`src/hw/rtl/bvd_pkg.sv`:
```
`timescale 1ns / 1ps
// ----------------------------------------------------------------------------
// bvd_pkg
// Shared types, constants and helpers for the bit vector distance block.
// ----------------------------------------------------------------------------
package bvd_pkg;

    localparam int WORD_W        = 64;
    localparam int BYTE_N        = 8;
    localparam int NBYTES_W      = 4;
    localparam int DIST_W        = 17;
    localparam int POP_W         = 7;
    localparam int BVD_MAX_WORDS = 1024;
    localparam int QUEUE_DEPTH   = 2;
    localparam int Q_ONE         = 65536;

    typedef struct packed {
        logic [WORD_W-1:0]   a_word;
        logic [WORD_W-1:0]   b_word;
        logic [NBYTES_W-1:0] valid_bytes;
        logic                last_word;
    } in_item_t;

    typedef struct packed {
        logic [DIST_W-1:0] hamming_distance;
        logic [DIST_W-1:0] jaccard_distance;
    } out_item_t;

    typedef enum logic [1:0] {
        BACK_IDLE,
        BACK_DIV,
        BACK_DONE
    } back_state_t;

    // Keep only the low nb bytes; values above eight keep the whole word.
    function automatic logic [WORD_W-1:0] mask_bytes(
        input logic [WORD_W-1:0]   w,
        input logic [NBYTES_W-1:0] nb
    );
        logic [WORD_W-1:0] m;
        m = '0;
        for (int i = 0; i < BYTE_N; i++)
        begin
            if (NBYTES_W'(i) < nb)
            begin
                m[i*8 +: 8] = w[i*8 +: 8];
            end
        end
        return m;
    endfunction

    function automatic logic [POP_W-1:0] popcount64(input logic [WORD_W-1:0] v);
        logic [POP_W-1:0] n;
        n = '0;
        for (int i = 0; i < WORD_W; i++)
        begin
            n = n + POP_W'(v[i]);
        end
        return n;
    endfunction

endpackage

```
`src/hw/rtl/bvd_front.sv`:
```
`timescale 1ns / 1ps
// ----------------------------------------------------------------------------
// bvd_front
// Masks each word pair, popcounts it and accumulates the four counts.
// On the last word the totals are pushed to the queue and the counts clear.
// ----------------------------------------------------------------------------
module bvd_front
    import bvd_pkg::*;
#(
    parameter int MAX_WORDS = BVD_MAX_WORDS,
    localparam int CNT_W    = $clog2(MAX_WORDS * 64 + 1)
)
(
    input  logic               clk,
    input  logic               rst_n,
    input  logic               word_valid,
    output logic               word_stall,
    input  in_item_t           word,
    input  logic               full,
    output logic               push,
    output logic [4*CNT_W-1:0] push_data
);

    localparam logic [CNT_W:0] CAP = (CNT_W + 1)'(MAX_WORDS * 64);

    logic [CNT_W-1:0]  xor_reg, and_reg, a_reg, b_reg;
    logic [CNT_W-1:0]  xor_next, and_next, a_next, b_next;
    logic [CNT_W-1:0]  sum_x, sum_and, sum_a, sum_b;
    logic [WORD_W-1:0] a_m, b_m;
    logic              accept;

    function automatic logic [CNT_W-1:0] sat_add(
        input logic [CNT_W-1:0] acc,
        input logic [POP_W-1:0] inc
    );
        logic [CNT_W:0] s;
        s = {1'b0, acc} + (CNT_W + 1)'(inc);
        return (s > CAP) ? CAP[CNT_W-1:0] : s[CNT_W-1:0];
    endfunction

    assign word_stall = full;
    assign accept     = word_valid & ~full;
    assign push       = accept & word.last_word;
    assign push_data  = {sum_x, sum_and, sum_a, sum_b};

    always_comb
    begin
        a_m     = mask_bytes(word.a_word, word.valid_bytes);
        b_m     = mask_bytes(word.b_word, word.valid_bytes);
        sum_x   = sat_add(xor_reg, popcount64(a_m ^ b_m));
        sum_and = sat_add(and_reg, popcount64(a_m & b_m));
        sum_a   = sat_add(a_reg, popcount64(a_m));
        sum_b   = sat_add(b_reg, popcount64(b_m));

        xor_next = xor_reg;
        and_next = and_reg;
        a_next   = a_reg;
        b_next   = b_reg;
        if (accept)
        begin
            if (word.last_word)
            begin
                xor_next = '0;
                and_next = '0;
                a_next   = '0;
                b_next   = '0;
            end
            else
            begin
                xor_next = sum_x;
                and_next = sum_and;
                a_next   = sum_a;
                b_next   = sum_b;
            end
        end
    end

    always_ff @(posedge clk or negedge rst_n)
    begin
        if (!rst_n)
        begin
            xor_reg <= '0;
            and_reg <= '0;
            a_reg   <= '0;
            b_reg   <= '0;
        end
        else
        begin
            xor_reg <= xor_next;
            and_reg <= and_next;
            a_reg   <= a_next;
            b_reg   <= b_next;
        end
    end

endmodule

```
`src/hw/rtl/bvd_queue.sv`:
```
`timescale 1ns / 1ps
// ----------------------------------------------------------------------------
// bvd_queue
// Short FIFO of per-vector totals between front and back.
// ----------------------------------------------------------------------------
module bvd_queue
    import bvd_pkg::*;
#(
    parameter int WIDTH = 4
)
(
    input  logic             clk,
    input  logic             rst_n,
    input  logic             push,
    input  logic [WIDTH-1:0] push_data,
    input  logic             pop,
    output logic [WIDTH-1:0] pop_data,
    output logic             full,
    output logic             empty
);

    localparam int PTR_W = $clog2(QUEUE_DEPTH);
    localparam int CNT_W = $clog2(QUEUE_DEPTH + 1);
    localparam logic [PTR_W-1:0] LAST_PTR = PTR_W'(QUEUE_DEPTH - 1);

    logic [WIDTH-1:0] mem [QUEUE_DEPTH];
    logic [PTR_W-1:0] wr_ptr_reg, wr_ptr_next;
    logic [PTR_W-1:0] rd_ptr_reg, rd_ptr_next;
    logic [CNT_W-1:0] cnt_reg, cnt_next;

    assign full     = (cnt_reg == CNT_W'(QUEUE_DEPTH));
    assign empty    = (cnt_reg == '0);
    assign pop_data = mem[rd_ptr_reg];

    always_comb
    begin
        wr_ptr_next = wr_ptr_reg;
        rd_ptr_next = rd_ptr_reg;
        cnt_next    = cnt_reg;
        if (push)
        begin
            wr_ptr_next = (wr_ptr_reg == LAST_PTR) ? '0 : wr_ptr_reg + 1'b1;
        end
        if (pop)
        begin
            rd_ptr_next = (rd_ptr_reg == LAST_PTR) ? '0 : rd_ptr_reg + 1'b1;
        end
        if (push && !pop)
        begin
            cnt_next = cnt_reg + 1'b1;
        end
        else if (pop && !push)
        begin
            cnt_next = cnt_reg - 1'b1;
        end
    end

    always_ff @(posedge clk)
    begin
        if (push)
        begin
            mem[wr_ptr_reg] <= push_data;
        end
    end

    always_ff @(posedge clk or negedge rst_n)
    begin
        if (!rst_n)
        begin
            wr_ptr_reg <= '0;
            rd_ptr_reg <= '0;
            cnt_reg    <= '0;
        end
        else
        begin
            wr_ptr_reg <= wr_ptr_next;
            rd_ptr_reg <= rd_ptr_next;
            cnt_reg    <= cnt_next;
        end
    end

endmodule

```
`src/hw/rtl/bvd_back.sv`:
```
`timescale 1ns / 1ps
// ----------------------------------------------------------------------------
// bvd_back
// Pops vector totals, runs a bit-serial restoring divide for the Jaccard
// ratio and holds the result in an output register.
// ----------------------------------------------------------------------------
module bvd_back
    import bvd_pkg::*;
#(
    parameter int MAX_WORDS = BVD_MAX_WORDS,
    localparam int CNT_W    = $clog2(MAX_WORDS * 64 + 1)
)
(
    input  logic               clk,
    input  logic               rst_n,
    input  logic               empty,
    input  logic [4*CNT_W-1:0] pop_data,
    output logic               pop,
    output logic               dist_valid,
    input  logic               dist_stall,
    output out_item_t          distance
);

    localparam int STEP_W = $clog2(DIST_W);
    localparam logic [STEP_W-1:0] LAST_STEP = STEP_W'(DIST_W - 1);

    back_state_t       state_reg, state_next;
    logic [STEP_W-1:0] step_reg, step_next;
    logic [CNT_W+1:0]  rem_reg;
    logic [CNT_W:0]    den_reg;
    logic [DIST_W-1:0] quo_reg;
    logic [DIST_W-1:0] ham_reg;
    logic              zero_reg;
    out_item_t         out_reg;

    logic [CNT_W-1:0]  t_xor, t_and, t_a, t_b;
    logic [CNT_W:0]    den_load;
    logic              ge;
    logic [CNT_W+1:0]  diff;
    logic [DIST_W-1:0] quo_full;
    logic              load, step_en, finish;

    assign {t_xor, t_and, t_a, t_b} = pop_data;
    assign den_load = (CNT_W + 1)'(t_a) + (CNT_W + 1)'(t_b) - (CNT_W + 1)'(t_and);

    // Remainder stays below twice the divisor, so one compare per bit.
    assign ge       = (rem_reg >= {1'b0, den_reg}) & ~zero_reg;
    assign diff     = ge ? rem_reg - {1'b0, den_reg} : rem_reg;
    assign quo_full = {quo_reg[DIST_W-2:0], ge};
    assign distance = out_reg;

    // next state
    always_comb
    begin
        state_next = state_reg;
        case (state_reg)
            BACK_IDLE:
            begin
                if (!empty)
                begin
                    state_next = BACK_DIV;
                end
            end
            BACK_DIV:
            begin
                if (step_reg == LAST_STEP)
                begin
                    state_next = BACK_DONE;
                end
            end
            BACK_DONE:
            begin
                if (!dist_stall)
                begin
                    state_next = BACK_IDLE;
                end
            end
            default:
            begin
                state_next = BACK_IDLE;
            end
        endcase
    end

    // outputs
    always_comb
    begin
        load       = 1'b0;
        step_en    = 1'b0;
        finish     = 1'b0;
        dist_valid = 1'b0;
        case (state_reg)
            BACK_IDLE:
            begin
                load = ~empty;
            end
            BACK_DIV:
            begin
                step_en = 1'b1;
                finish  = (step_reg == LAST_STEP);
            end
            BACK_DONE:
            begin
                dist_valid = 1'b1;
            end
            default:
            begin
                load = 1'b0;
            end
        endcase
        pop = load;
    end

    always_comb
    begin
        step_next = step_reg;
        if (load)
        begin
            step_next = '0;
        end
        else if (step_en)
        begin
            step_next = step_reg + 1'b1;
        end
    end

    always_ff @(posedge clk or negedge rst_n)
    begin
        if (!rst_n)
        begin
            state_reg <= BACK_IDLE;
            step_reg  <= '0;
        end
        else
        begin
            state_reg <= state_next;
            step_reg  <= step_next;
        end
    end

    always_ff @(posedge clk)
    begin
        if (load)
        begin
            rem_reg  <= (CNT_W + 2)'(t_and);
            den_reg  <= den_load;
            zero_reg <= (den_load == '0);
            quo_reg  <= '0;
            ham_reg  <= DIST_W'(t_xor);
        end
        else if (step_en)
        begin
            rem_reg <= {diff[CNT_W:0], 1'b0};
            quo_reg <= quo_full;
        end
        if (finish)
        begin
            out_reg.hamming_distance <= ham_reg;
            out_reg.jaccard_distance <= DIST_W'(Q_ONE) - quo_full;
        end
    end

endmodule

```
`src/hw/rtl/bit_vector_distance.sv`:
```
`timescale 1ns / 1ps
// ----------------------------------------------------------------------------
// bit_vector_distance
// Hamming and Jaccard distance of two bit vectors streamed as 64-bit words.
// ----------------------------------------------------------------------------
// The front end takes one word pair per cycle: it masks off bytes past
// valid_bytes, popcounts a^b, a&b, a and b, and adds them into counters that
// saturate at MAX_WORDS*64. A transaction with last_word set closes the
// vector; its totals go into a two-entry queue and the counters clear at once,
// so the next vector can start in the following cycle. The back end turns each
// queued set of totals into one result: hamming_distance is the XOR count
// (low 17 bits), jaccard_distance is 65536 - floor(ab*65536/(aa+bb-ab)) in
// unsigned Q1.16, 65536 when no bit is common (empty vectors included). The
// ratio comes from a restoring divider that retires one quotient bit per
// cycle; the back end loads one set of totals, divides, then holds the
// result until it is taken before it pops the next. Word throughput is one
// per cycle; the front stalls only when two finished vectors are already
// waiting, i.e. when short vectors arrive back to back or results are held.
// ----------------------------------------------------------------------------
module bit_vector_distance
    import bvd_pkg::*;
#(
    parameter int MAX_WORDS = BVD_MAX_WORDS
)
(
    input  logic      clk,
    input  logic      rst_n,
    input  logic      word_valid,
    output logic      word_stall,
    input  in_item_t  word,
    output logic      dist_valid,
    input  logic      dist_stall,
    output out_item_t distance
);

    localparam int CNT_W = $clog2(MAX_WORDS * 64 + 1);

    logic               push, pop, full, empty;
    logic [4*CNT_W-1:0] push_data, pop_data;

    // word intake, masking, popcount and accumulation
    bvd_front #(
        .MAX_WORDS (MAX_WORDS)
    ) u_front (
        .clk        (clk),
        .rst_n      (rst_n),
        .word_valid (word_valid),
        .word_stall (word_stall),
        .word       (word),
        .full       (full),
        .push       (push),
        .push_data  (push_data)
    );

    // per-vector totals awaiting the divider
    bvd_queue #(
        .WIDTH (4 * CNT_W)
    ) u_queue (
        .clk       (clk),
        .rst_n     (rst_n),
        .push      (push),
        .push_data (push_data),
        .pop       (pop),
        .pop_data  (pop_data),
        .full      (full),
        .empty     (empty)
    );

    // Jaccard divide and result register
    bvd_back #(
        .MAX_WORDS (MAX_WORDS)
    ) u_back (
        .clk        (clk),
        .rst_n      (rst_n),
        .empty      (empty),
        .pop_data   (pop_data),
        .pop        (pop),
        .dist_valid (dist_valid),
        .dist_stall (dist_stall),
        .distance   (distance)
    );

endmodule

```
`config.mk`:
```
export PLATFORM = sky130hd
export DESIGN_NAME = bit_vector_distance
export DESIGN_NICKNAME = d
export VERILOG_FILES = /design/src/hw/rtl/bvd_pkg.sv /design/src/hw/rtl/bvd_front.sv /design/src/hw/rtl/bvd_queue.sv /design/src/hw/rtl/bvd_back.sv /design/src/hw/rtl/bit_vector_distance.sv
export SDC_FILE = /design/constraint.sdc
export NUM_CORES = 1
export LEC_CHECK = 0
export BUFFER_PORTS_ARGS = -buffer_cell sky130_fd_sc_hd__buf_4
export CAP_MARGIN = 0
export CORE_MARGIN = 3
export CORE_UTILIZATION = 50
export CTS_CLUSTER_SIZE = 14
export DETAILED_ROUTE_END_ITERATION = 8
export PLACE_DENSITY = 0.64
export SYNTH_ARGS = -nofsm -noshare
export SYNTH_HDL_FRONTEND = slang
export SYNTH_SLANG_ARGS = --single-unit
```
`constraint.sdc`:
```
create_clock -name clk -period 6.4 [get_ports clk]
set_input_delay 1.28 -clock clk [delete_from_list [all_inputs] [get_ports clk]]
set_output_delay 1.28 -clock clk [all_outputs]
set_load 0.02 [all_outputs]
```
==> metrics.md, run 1 <==
| Metric | Value |
|---|---|
| Outcome | `finished with violations` |
| Failing checks | `setup timing` |
| Tmin final | `9.784 ns` |
| Primary FF master, synth | `edfxtp_1` |
| Seq/Total Area, Yosys | `35.12%` |
| CP max FO | `6` |
| CP dominant cell by count | `fa_1` |
| 1st-iter DRT viols | `1,103` |
| Slew margin rel. | `29.46%` |
| Hold-critical path depth | `0` |
| Initial Utilization | `50.96%` |
| DRC Markers | `0` |
| Number of diodes | `0` |
| Via count | `between 15,000 and 20,000` |
| RSZ-0062 raised after global routing | `true` |
| Number of global-route vias before repair | `~20,000` |
| Post-layout util | `66.31%` |
| Synthesized Nets | `3,058` |
| IO Count | `roughly 170` |
| CTS hold repair buffers | `0` |
| Largest net degree at the start of global routing | `70` |
| Reg2reg end | `u_back.zero_reg` |
| Worst Tran Pin Value | `1.058 ns` |
| Hold EP | `u_back.distance[19]` |
| Layout Area Growth over Synthesis | `30.12%` |
| Mapped Cells | `2,495` |
| First-pass GRT wire length | `105.4 mm` |
| Largest register FFs | `between 100 and 150` |
| Layout cell share with drive strength beyond 1 | `30.59%` |
| Hpwl dp | `52.16 mm` |
| Max-capacitance violation count | `0` |
| CTS tree | `built` |
| Most frequent cells in the layout | `513 x buf_4, 441 x inv_1, 223 x edfxtp_1` |
| HP Class | `reg -> reg` |
| Flops & latches, synth | `320` |
| Clock transition at the registers of the reported paths | `0.06 ns` |
| Initial antenna violation count | `0` |
| H-tree depth | `2` |
| Setup Skew | `between 0.015 and 0.02 ns` |
| Final Hold Vio Count | `0` |
| Worst endpoint required time | `6.86 ns` |
| WL per Instance | `17.97 um` |
| Fin area | `33,470 um2` |
| Slowest cell on the critical path | `fa_1` |
| Synth async-reset ratio | `24.69%` |
| Die Ht | `between 200 and 250 um` |
| Row cnt | `82` |
| Root buffer cell | `clkbuf_16` |
| DIE AREA | `54,210 um2` |
| Core area | `50,480 um2` |
| EDFF count, synth | `223` |
| HP Start | `u_back.ham_reg[2]` |
| Synth warn | `0` |
| CTS buffer count | `34` |
| Crit-path max cell delay | `0.58 ns` |
| ANT nets after route | `0` |
| Tot GR Track Use | `approximately 25%` |
| Worst setup margin | `-3.384 ns` |
| Chip width | `approximately 230 um` |
| Clock Path Buffers | `3` |
| Final nets | `3,590` |
| Final setup violation count | `204` |
| Fmax | `102.2 MHz` |
| GP Congestion | `0.9496` |
| Tcrit/Tclk final | `152.9%` |
| Worst skew pair latency | `roughly 0.54 ns` |
| DR vias/cell | `5.277` |
| PortBufs | `172` |
| Distinct cell type count after synthesis | `84` |
| Detailed Route WL | `66.92 mm` |
| R2R setup slack | `~1.4 ns` |
| Max-slew violation count | `0` |
| Grt ovf | `0` |
| Initial DRT Pass Iterations | `5` |
| Syn_area_per_cell | `a little over 10 um2` |
| R2r startpoint | `u_queue.rd_ptr_reg` |
| Worst setup path category | `in -> reg` |
| Commonest non-fill, non-tap cell in the layout | `buf_4` |
| Worst setup path startpoint | `word[4]` |
| Clock sinks | `320` |
| Worst Path Arrival | `around 10 ns` |
| R2r worst-path depth | `12` |
| Netlist Area Pre-Place | `25,730 um2` |
| Post-DP Area | `just over 30,000 um2` |
| Crit path capture type | `register` |
| Crit path launch type | `input pin` |
-- per-stage QoR --
stage	hold WS (ns)	instances	worst slack (ns)	TNS, ns
3_5_place_dp	0.4052	3596	-4.103	-747.29
5_1_grt	0.4293	3725	-3.726	-659.47
3_3_place_gp	0.4002	3596	-3.942	-725.15
2_1_floorplan	0.4003	2495	-3.436	-616.31
6_report	0.4178	3725	-3.384	-606.72
4_1_cts	0.4197	3696	-3.348	-595.72
-- cells in the mapped netlist, types with 14 or more instances --
cell type	number	share of area, %
a211oi_1	20	0.58
a21o_1	40	1.2
a21oi_1	52	1.0
a22o_1	23	0.78
a31oi_1	19	0.46
and2_1	64	1.6
and3_1	21	0.51
clkbuf_1	60	0.88
dfrtp_1	79	7.7
dfxtp_1	18	1.4
edfxtp_1	223	26
fa_1	233	18
ha_1	193	9.4
inv_1	451	6.6
mux2_2	37	1.6
mux2i_1	43	1.7
nand2_1	219	3.2
nand2b_1	29	0.71
nand3_1	26	0.51
nand4_1	15	0.36
nor2_1	130	1.9
nor2b_1	23	0.56
nor3_1	53	1.0
nor4_1	19	0.46
o21a_1	14	0.41
o21ai_0	76	1.5
o21ai_1	25	0.49
o31ai_1	16	0.47
or3_1	16	0.39
xnor2_1	72	2.5
xor2_1	37	1.3
-- kinds of logic after synthesis --
logic type / Yosys count / synth area share, %
and+or+nand+nor: 653 / 12.43
buffers and inverters: 522 / 7.631
adders and majority gates: 426 / 27.52
AOI/OAI and AO/OA: 385 / 10.30
DFF: 320 / 35.12
xor gates and xnor gates: 109 / 3.711
muxes: 80 / 3.293
-- worst max path at each step --
stage                     endpoint  slack, ns  cells past startpoint
2_1_floorplan   u_front.xor_reg[7]      -3.44                     31
3_3_place_gp    u_queue.mem[0][20]      -3.94                     32
3_5_place_dp    u_queue.mem[1][54]      -4.10                     31
4_1_cts        u_front.xor_reg[12]      -3.35                     31
5_1_grt        u_front.xor_reg[12]      -3.73                     32
6_report       u_front.xor_reg[12]      -3.38                     33
-- metal layers --
| layer | wire (um) | vias to the layer above | GRT usage, % |
|---|---|---|---|
| met2 | 34670 | 431 | 44.83 |
| met5 | 0 | - | 0 |
| met3 | 2299 | 100 | 2.228 |
| li1 | - | 9459 | - |
| met4 | 2151 | 0 | 7.871 |
| met1 | 27800 | 9666 | 30.63 |
-- layout make-up --
class | count | area [um2]
fillers | 3928 | 17010
multi-input cells | 1655 | 16260
flip-flops and latches | 320 | 9035
repair buffers | 561 | 4451
inverters | 454 | 1719
clock buffers | 42 | 900.9
well taps | 672 | 840.8
clock inverters | 20 | 252.7
repair inverters | 1 | 11.26
-- what timing repair did --
action,4_1_cts,5_1_grt
setup buffers,36,29
gates resized for setup,160,89
endpoints found under the setup margin,204,204
cloned,3,1
pin swaps,88,46
endpoints found under the hold margin,0,0
-- worst max-delay path, delay by kind of cell --
family	cells	cell delay, ns
adders and majority gates	12	5.12
AOI/OAI and AO/OA	6	1.16
xor gates and xnor gates	1	0.18
buffers and inverters	6	0.70
and+or+nand+nor	8	1.77
Power of run 1 is not shown: default switching activity piles up to over one toggle a cycle in this logic, so the estimate is an artifact.
==> run 2: changes to the inputs <==
--- a/config.mk
+++ b/config.mk
@@ -7,11 +7,11 @@
 export LEC_CHECK = 0
 export BUFFER_PORTS_ARGS = -buffer_cell sky130_fd_sc_hd__buf_4
 export CAP_MARGIN = 0
-export CORE_MARGIN = 3
 export CORE_UTILIZATION = 50
 export CTS_CLUSTER_SIZE = 14
 export DETAILED_ROUTE_END_ITERATION = 8
 export PLACE_DENSITY = 0.64
+export SETUP_SLACK_MARGIN = 0.02
 export SYNTH_ARGS = -nofsm -noshare
 export SYNTH_HDL_FRONTEND = slang
 export SYNTH_SLANG_ARGS = --single-unit
==> metrics.md, run 2 (synthesis results as in run 1) <==
| Metric | Value |
|---|---|
| Outcome | `finished with violations` |
| Failing checks | `setup timing` |
| Worst Path Arrival | `10.21 ns (-0.03 ns)` |
| Setup TNS | `-600.00 ns (+6.721 ns)` |
| Hold-critical path depth | `0 (unchanged)` |
| Grt ovf | `0 (unchanged)` |
| Die Ht | `228.8 um (-1.7%)` |
| First-pass GRT wire length | `107.1 mm (+1.7%)` |
| Detailed Route WL | `66.32 mm (-0.90%)` |
| WL per Instance | `17.78 um (-1.0%)` |
| Core area | `50,480 um2 (unchanged)` |
| Tcrit/Tclk final | `151.8% (-1.1 points)` |
| R2r worst-path depth | `14 (+2)` |
| Chip width | `228.8 um (-1.7%)` |
| Crit-path max cell delay | `0.56 ns (-0.02 ns)` |
| Tot GR Track Use | `25.75% (+1.2 points)` |
| CTS tree | `built` |
| Row cnt | `82 (unchanged)` |
| Clock Path Buffers | `3 (unchanged)` |
| Number of diodes | `0 (unchanged)` |
| GP Congestion | `0.9420 (-0.80%)` |
| Fmax | `102.9 MHz (+0.70%)` |
| Worst setup margin | `-3.316 ns (+0.06799 ns)` |
| CP Buf/Inv Count | `6 (unchanged)` |
| Worst setup path category | `in -> reg` |
| Root buffer cell | `clkbuf_16` |
| RSZ-0062 raised after global routing | `true` |
| Worst skew pair latency | `0.57 ns (+0.03 ns)` |
| Most frequent cells in the layout | `520 x buf_4, 440 x inv_1, 223 x edfxtp_1` |
| Crit. path cell count | `32 (-3.0%)` |
| Worst path top cell family by delay | `adder cells` |
| Via count | `19,600 (-0.28%)` |
| Final Hold Vio Count | `0 (unchanged)` |
| DR vias/cell | `5.256 (-0.39%)` |
| Setup Skew | `0.01042 ns (-0.005436 ns)` |
| ANT nets after route | `0 (unchanged)` |
| Max-slew violation count | `0 (unchanged)` |
| IO Count | `173 (unchanged)` |
| Worst Tran Pin Value | `1.154 ns (+0.09544 ns)` |
| Commonest non-fill, non-tap cell in the layout | `buf_4` |
| Clock transition at the registers of the reported paths | `0.07 ns (about the same)` |
| Slew margin rel. | `23.01% (-6.4 points)` |
| Worst endpoint required time | `6.89 ns (+0.03 ns)` |
| Max-capacitance violation count | `0 (unchanged)` |
| CTS hold repair buffers | `0 (unchanged)` |
| Largest net degree at the start of global routing | `62 (-11%)` |
| Slowest cell on the critical path | `fa_1` |
| Crit path launch type | `input pin` |
| Initial Utilization | `50.96% (unchanged)` |
| PortBufs | `172 (unchanged)` |
| Number of global-route vias before repair | `20,750 (+0.85%)` |
| Crit path capture type | `register` |
| Final nets | `3,596 (+0.17%)` |
| CTS buffer count | `31 (-8.8%)` |
| Hpwl dp | `53.33 mm (+2.2%)` |
| HP Class | `reg -> reg` |
| Largest register FFs | `136 (unchanged)` |
| Pre-CTS setup slack | `-4.059 ns (+0.04386 ns)` |
| CP dominant cell by count | `fa_1` |
| Clock sinks | `320 (unchanged)` |
| H-tree depth | `1 (-1)` |
| Initial DRT Pass Iterations | `7 (+2)` |
| Tmin final | `9.716 ns (-0.06799 ns)` |
| DIE AREA | `52,360 um2 (-3.4%)` |
| Final setup violation count | `204 (unchanged)` |
| Initial antenna violation count | `0 (unchanged)` |
| Layout Area Growth over Synthesis | `29.70%` |
| 1st-iter DRT viols | `914 (-17%)` |
| CP max FO | `6 (unchanged)` |
| DRC Markers | `0 (unchanged)` |
| Layout cell share with drive strength beyond 1 | `30.42% (-0.17 points)` |
-- run 2: cell types whose count changed in the layout (fill, tap and decap cells not counted), moves of 4 or more --
cell      delta
clkinv_1     -4
o21ai_1      +7
o21ai_2      -7
o31ai_1      +5
xnor2_2      -4
nor2_4       +9
nor2_2      -12
o31ai_4      -7
buf_4        +7
xnor2_1      +4
-- run 2: routing by layer --
metal | routed length (um) | GRT usage [%]
met1 | 27260 | 32.11
met2 | 34020 | 46.23
met3 | 2394 | 2.071
met4 | 2643 | 10.21
met5 | 0 | 0
-- run 2: worst paths after layout --
kind	startpoint	end	slack [ns]
max reg2reg	u_queue.rd_ptr_reg	u_back.zero_reg	1.46
max in group asynchronous	rst_n	u_front.xor_reg[15]	4.61
min	u_back.ham_reg[0]	u_back.distance[17]	0.41
min reg2reg	u_back.ham_reg[0]	u_back.distance[17]	0.41
max	word[4]	u_front.xor_reg[12]	-3.32
min in group asynchronous	rst_n	u_queue.rd_ptr_reg	0.66
-- run 2: layout make-up --
| class | count | area (um2) |
|---|---|---|
| fillers | 4040 | 17110 |
| multi-input cells | 1655 | 16200 |
| flip-flops and latches | 320 | 9035 |
| repair buffers | 571 | 4549 |
| inverters | 454 | 1717 |
| clock buffers | 44 | 885.9 |
| well taps | 672 | 840.8 |
| clock inverters | 13 | 136.4 |
-- run 2: repair_timing --
item / 4_1_cts / 5_1_grt
gates resized for setup: 160 / 91
gates cloned: 3 / 0
setup endpoints to repair: 204 / 204
pin swaps: 75 / 66
setup buffers: 49 / 20
-- run 2: metrics by stage --
step / cells / utilization [%] / hold WS (ns) / instance area (um2)
4_1_cts: 3715 / 65.19 / 0.4197 / 32910
2_1_floorplan: 2495 / - / 0.4003 / 26460
6_report: 3729 / 66.10 / 0.4149 / 33370
5_1_grt: 3729 / 66.10 / 0.4262 / 33370
3_3_place_gp: 3607 / 60.98 / 0.4018 / 30780
3_5_place_dp: 3607 / 60.98 / 0.4054 / 30780
Power of run 2 is left out for the same reason.
==> run 3: changes to the inputs <==
--- a/config.mk
+++ b/config.mk
@@ -5,6 +5,7 @@
 export SDC_FILE = /design/constraint.sdc
 export NUM_CORES = 1
 export LEC_CHECK = 0
+export ABC_AREA = 1
 export BUFFER_PORTS_ARGS = -buffer_cell sky130_fd_sc_hd__buf_4
 export CAP_MARGIN = 0
 export CORE_UTILIZATION = 50
@@ -12,6 +13,7 @@
 export DETAILED_ROUTE_END_ITERATION = 8
 export PLACE_DENSITY = 0.64
 export SETUP_SLACK_MARGIN = 0.02
+export SLEW_MARGIN = 40
 export SYNTH_ARGS = -nofsm -noshare
 export SYNTH_HDL_FRONTEND = slang
 export SYNTH_SLANG_ARGS = --single-unit
==> constraint.sdc (replaced) <==
create_clock -name clk -period 9.1 [get_ports clk]
set_input_delay 1.82 -clock clk [delete_from_list [all_inputs] [get_ports clk]]
set_output_delay 1.82 -clock clk [all_outputs]
set_load 0.02 [all_outputs]
==> metrics.md, run 3 <==
| Metric | Value |
|---|---|
| GP Congestion | `0.9314 (-1.1%)` |
| Synthesized Nets | `3,618 (+18%)` |
| Placed cell count | `4,142 (+15%)` |
| Most frequent cells in the layout | `695 x nand2_1, 688 x inv_1, 481 x buf_4` |
| Netlist Area Pre-Place | `26,350 um2 (+2.4%)` |
| R2r startpoint | `u_queue.rd_ptr_reg` |
| Primary FF master, synth | `edfxtp_1` |
| Largest net degree at the start of global routing | `70 (+13%)` |
| Slew margin rel. | `48.13% (+25 points)` |
| Number of diodes | `0 (unchanged)` |
| Die Ht | `231.6 um (+1.2%)` |
| CP max FO | `8 (+2)` |
| Outcome | `finished with violations` |
| ANT nets after route | `0 (unchanged)` |
| Worst Tran Pin Value | `0.7780 ns (-0.3756 ns)` |
| Crit-path max cell delay | `0.60 ns (+0.04 ns)` |
| Post-synth top cells | `752 x nand2_1, 710 x inv_1, 233 x fa_1` |
| Flops & latches, synth | `320 (unchanged)` |
| Final setup violation count | `201 (-1.5%)` |
| Worst setup path category | `in -> reg` |
| Post-layout util | `64.16% (-1.9 points)` |
| CP dominant cell by count | `fa_1` |
| Clock sinks | `320 (unchanged)` |
| Clock Path Buffers | `3 (unchanged)` |
| Most frequent cell after synthesis | `nand2_1` |
| Via count | `20,930 (+6.8%)` |
| RSZ-0062 raised after global routing | `true` |
| Worst setup path startpoint | `word[4]` |
| Fmax | `103.2 MHz` |
| Seq/Total Area, Yosys | `34.29% (-0.83 points)` |
| Clock transition at the registers of the reported paths | `0.06 ns (about the same)` |
| Worst skew pair latency | `0.54 ns (-0.03 ns)` |
| Synth warn | `0 (unchanged)` |
| H-tree depth | `2 (+1)` |
| Worst endpoint required time | `9.48 ns (+2.59 ns)` |
| Setup Skew | `0.01972 ns (+0.009304 ns)` |
| Layout cell share with drive strength beyond 1 | `24.05% (-6.4 points)` |
| Worst path top cell family by delay | `adder cells` |
| Max-capacitance violation count | `0 (unchanged)` |
| Slowest cell on the critical path | `fa_1` |
| Hpwl dp | `53.73 mm (+0.75%)` |
| 1st-iter DRT viols | `1,065 (+17%)` |
| Initial DRT Pass Iterations | `6 (-1)` |
| Failing checks | `setup timing` |
| Tot GR Track Use | `25.44% (-0.32 points)` |
| FILL cells | `4,377 (+8.3%)` |
| Largest register FFs | `136 (unchanged)` |
| Non-Filler Instances | `4,251 (+14%)` |
| Final Hold Vio Count | `0 (unchanged)` |
| Row cnt | `83 (+1.2%)` |
| Tcrit/Tclk final | `106.5%` |
| CP Buf/Inv Count | `14 (+8)` |
| Crit path launch type | `input pin` |
| Max-slew violation count | `0 (unchanged)` |
| Distinct cell type count after synthesis | `52 (-38%)` |
| Crit path capture type | `register` |
| Tmin final | `9.691 ns` |
| HP Class | `reg -> reg` |
| Final nets | `4,108 (+14%)` |
| Chip width | `231.6 um (+1.2%)` |
| First-pass GRT wire length | `108.0 mm (+0.79%)` |
| Syn_area_per_cell | `8.624 um2 (-16%)` |
| Layout Area Growth over Synthesis | `25.94%` |
| DR vias/cell | `4.923 (-6.3%)` |
| CTS buffer count | `34 (+9.7%)` |
| DRC Markers | `0 (unchanged)` |
| EDFF count, synth | `223 (unchanged)` |
| Commonest non-fill, non-tap cell in the layout | `nand2_1` |
| Initial antenna violation count | `0 (unchanged)` |
| Initial Utilization | `50.95% (about the same)` |
| Worst Path Arrival | `10.07 ns (-0.14 ns)` |
| Synth async-reset ratio | `24.69% (unchanged)` |
| PortBufs | `172 (unchanged)` |
| Worst setup margin | `-0.5911 ns (+2.725 ns)` |
| Grt ovf | `0 (unchanged)` |
| Core area | `51,720 um2 (+2.5%)` |
| Mapped Cells | `3,055 (+22%)` |
| Root buffer cell | `clkbuf_16` |
| HP Start | `u_back.ham_reg[8]` |
| WL per Instance | `15.55 um (-13%)` |
| Post-synth top area cell | `edfxtp_1` |
| Top post-synthesis cells by area | `edfxtp_1 25%, fa_1 18%, nand2_1 11%, inv_1 10%, ha_1 9.2%` |
| IO Count | `173 (unchanged)` |
| CTS tree | `built` |
| Number of global-route vias before repair | `21,550 (+3.8%)` |
| Setup TNS | `-77.01 ns (+522.99 ns)` |
| Detailed Route WL | `66.09 mm (-0.34%)` |
| Top-area cell type share of the netlist area | `25.42% (-0.61 points)` |
| DIE AREA | `53,620 um2 (+2.4%)` |
## run 3: cell types whose count changed in the layout (fill, tap and decap cells not counted), sizes merged, moves of 31 or more
cell   before  now
nor3       53   20
and2       64    4
nand3      26  173
buf       571  503
inv       457  724
nand2     219  771
mux2       37    0
a21o       40    9
nor2      132  220
xnor2      72   19
## run 3: stage by stage
step / setup slack (ns) / cell area [um2] / hold WS [ns]
global route: -0.9699 / 33180 / 0.4248
detailed placement: -1.252 / 30880 / 0.4061
global placement: -1.131 / 30850 / 0.4030
finish: -0.5911 / 33180 / 0.4150
floorplan: -0.5955 / 26800 / 0.4003
CTS: -0.5321 / 32680 / 0.4137
## run 3: final timing paths
| check | cells after the start | endpoint | slack [ns] |
|---|---|---|---|
| max | 44 | u_queue.mem[1][45] | -0.59 |
| min | 0 | u_back.distance[25] | 0.42 |
| max reg2reg | 19 | u_back.zero_reg | 4.79 |
| min reg2reg | 0 | u_back.distance[25] | 0.42 |
| max in group asynchronous | 2 | u_queue.rd_ptr_reg | 6.99 |
| min in group asynchronous | 1 | u_front.a_reg[5] | 1.14 |
## run 3: layout make-up
| type | count | area (um2) | area share, % |
|---|---|---|---|
| sequential | 320 | 9035 | 27.23 |
| tap | 680 | 850.8 | 2.564 |
| clock inverter | 20 | 212.7 | 0.6410 |
| timing repair buffer | 503 | 3901 | 11.76 |
| multi-input combinational | 1964 | 15530 | 46.81 |
| clock buffer | 42 | 890.9 | 2.685 |
| inverter | 720 | 2735 | 8.243 |
| timing repair inverter | 2 | 22.52 | 0.06787 |
## run 3: what timing repair did
item / in CTS / in global routing
gates resized for setup: 115 / 110
pin swaps: 70 / 73
buffers inserted: 35 / 8
gates cloned: 4 / 1
hold buffers: 0 / 0
setup endpoints to repair: 201 / 204
## run 3: cell families (layout without fill, tap and decap cells)
family / after synthesis / count (layout) / synth area share [%]
buffers and inverters: 772 / 1287 / 11.26
AO/OA/AOI/OAI: 198 / 198 / 4.241
multiplexers: 32 / 32 / 1.216
adder cells (fa/ha/maj): 426 / 426 / 26.87
flip-flops: 320 / 320 / 34.29
XOR/XNOR: 66 / 66 / 2.222
AND/OR/NAND/NOR: 1241 / 1242 / 19.90
## run 3: routing by layer
metal	up-vias	GRT usage, %	routed length (um)
li1	10410	-	-
met1	9981	31.83	27740
met2	441	45.94	33880
met3	99	2.178	2137
met4	0	8.779	2332
met5	-	0	0
Power of run 3 is left out for the same reason.
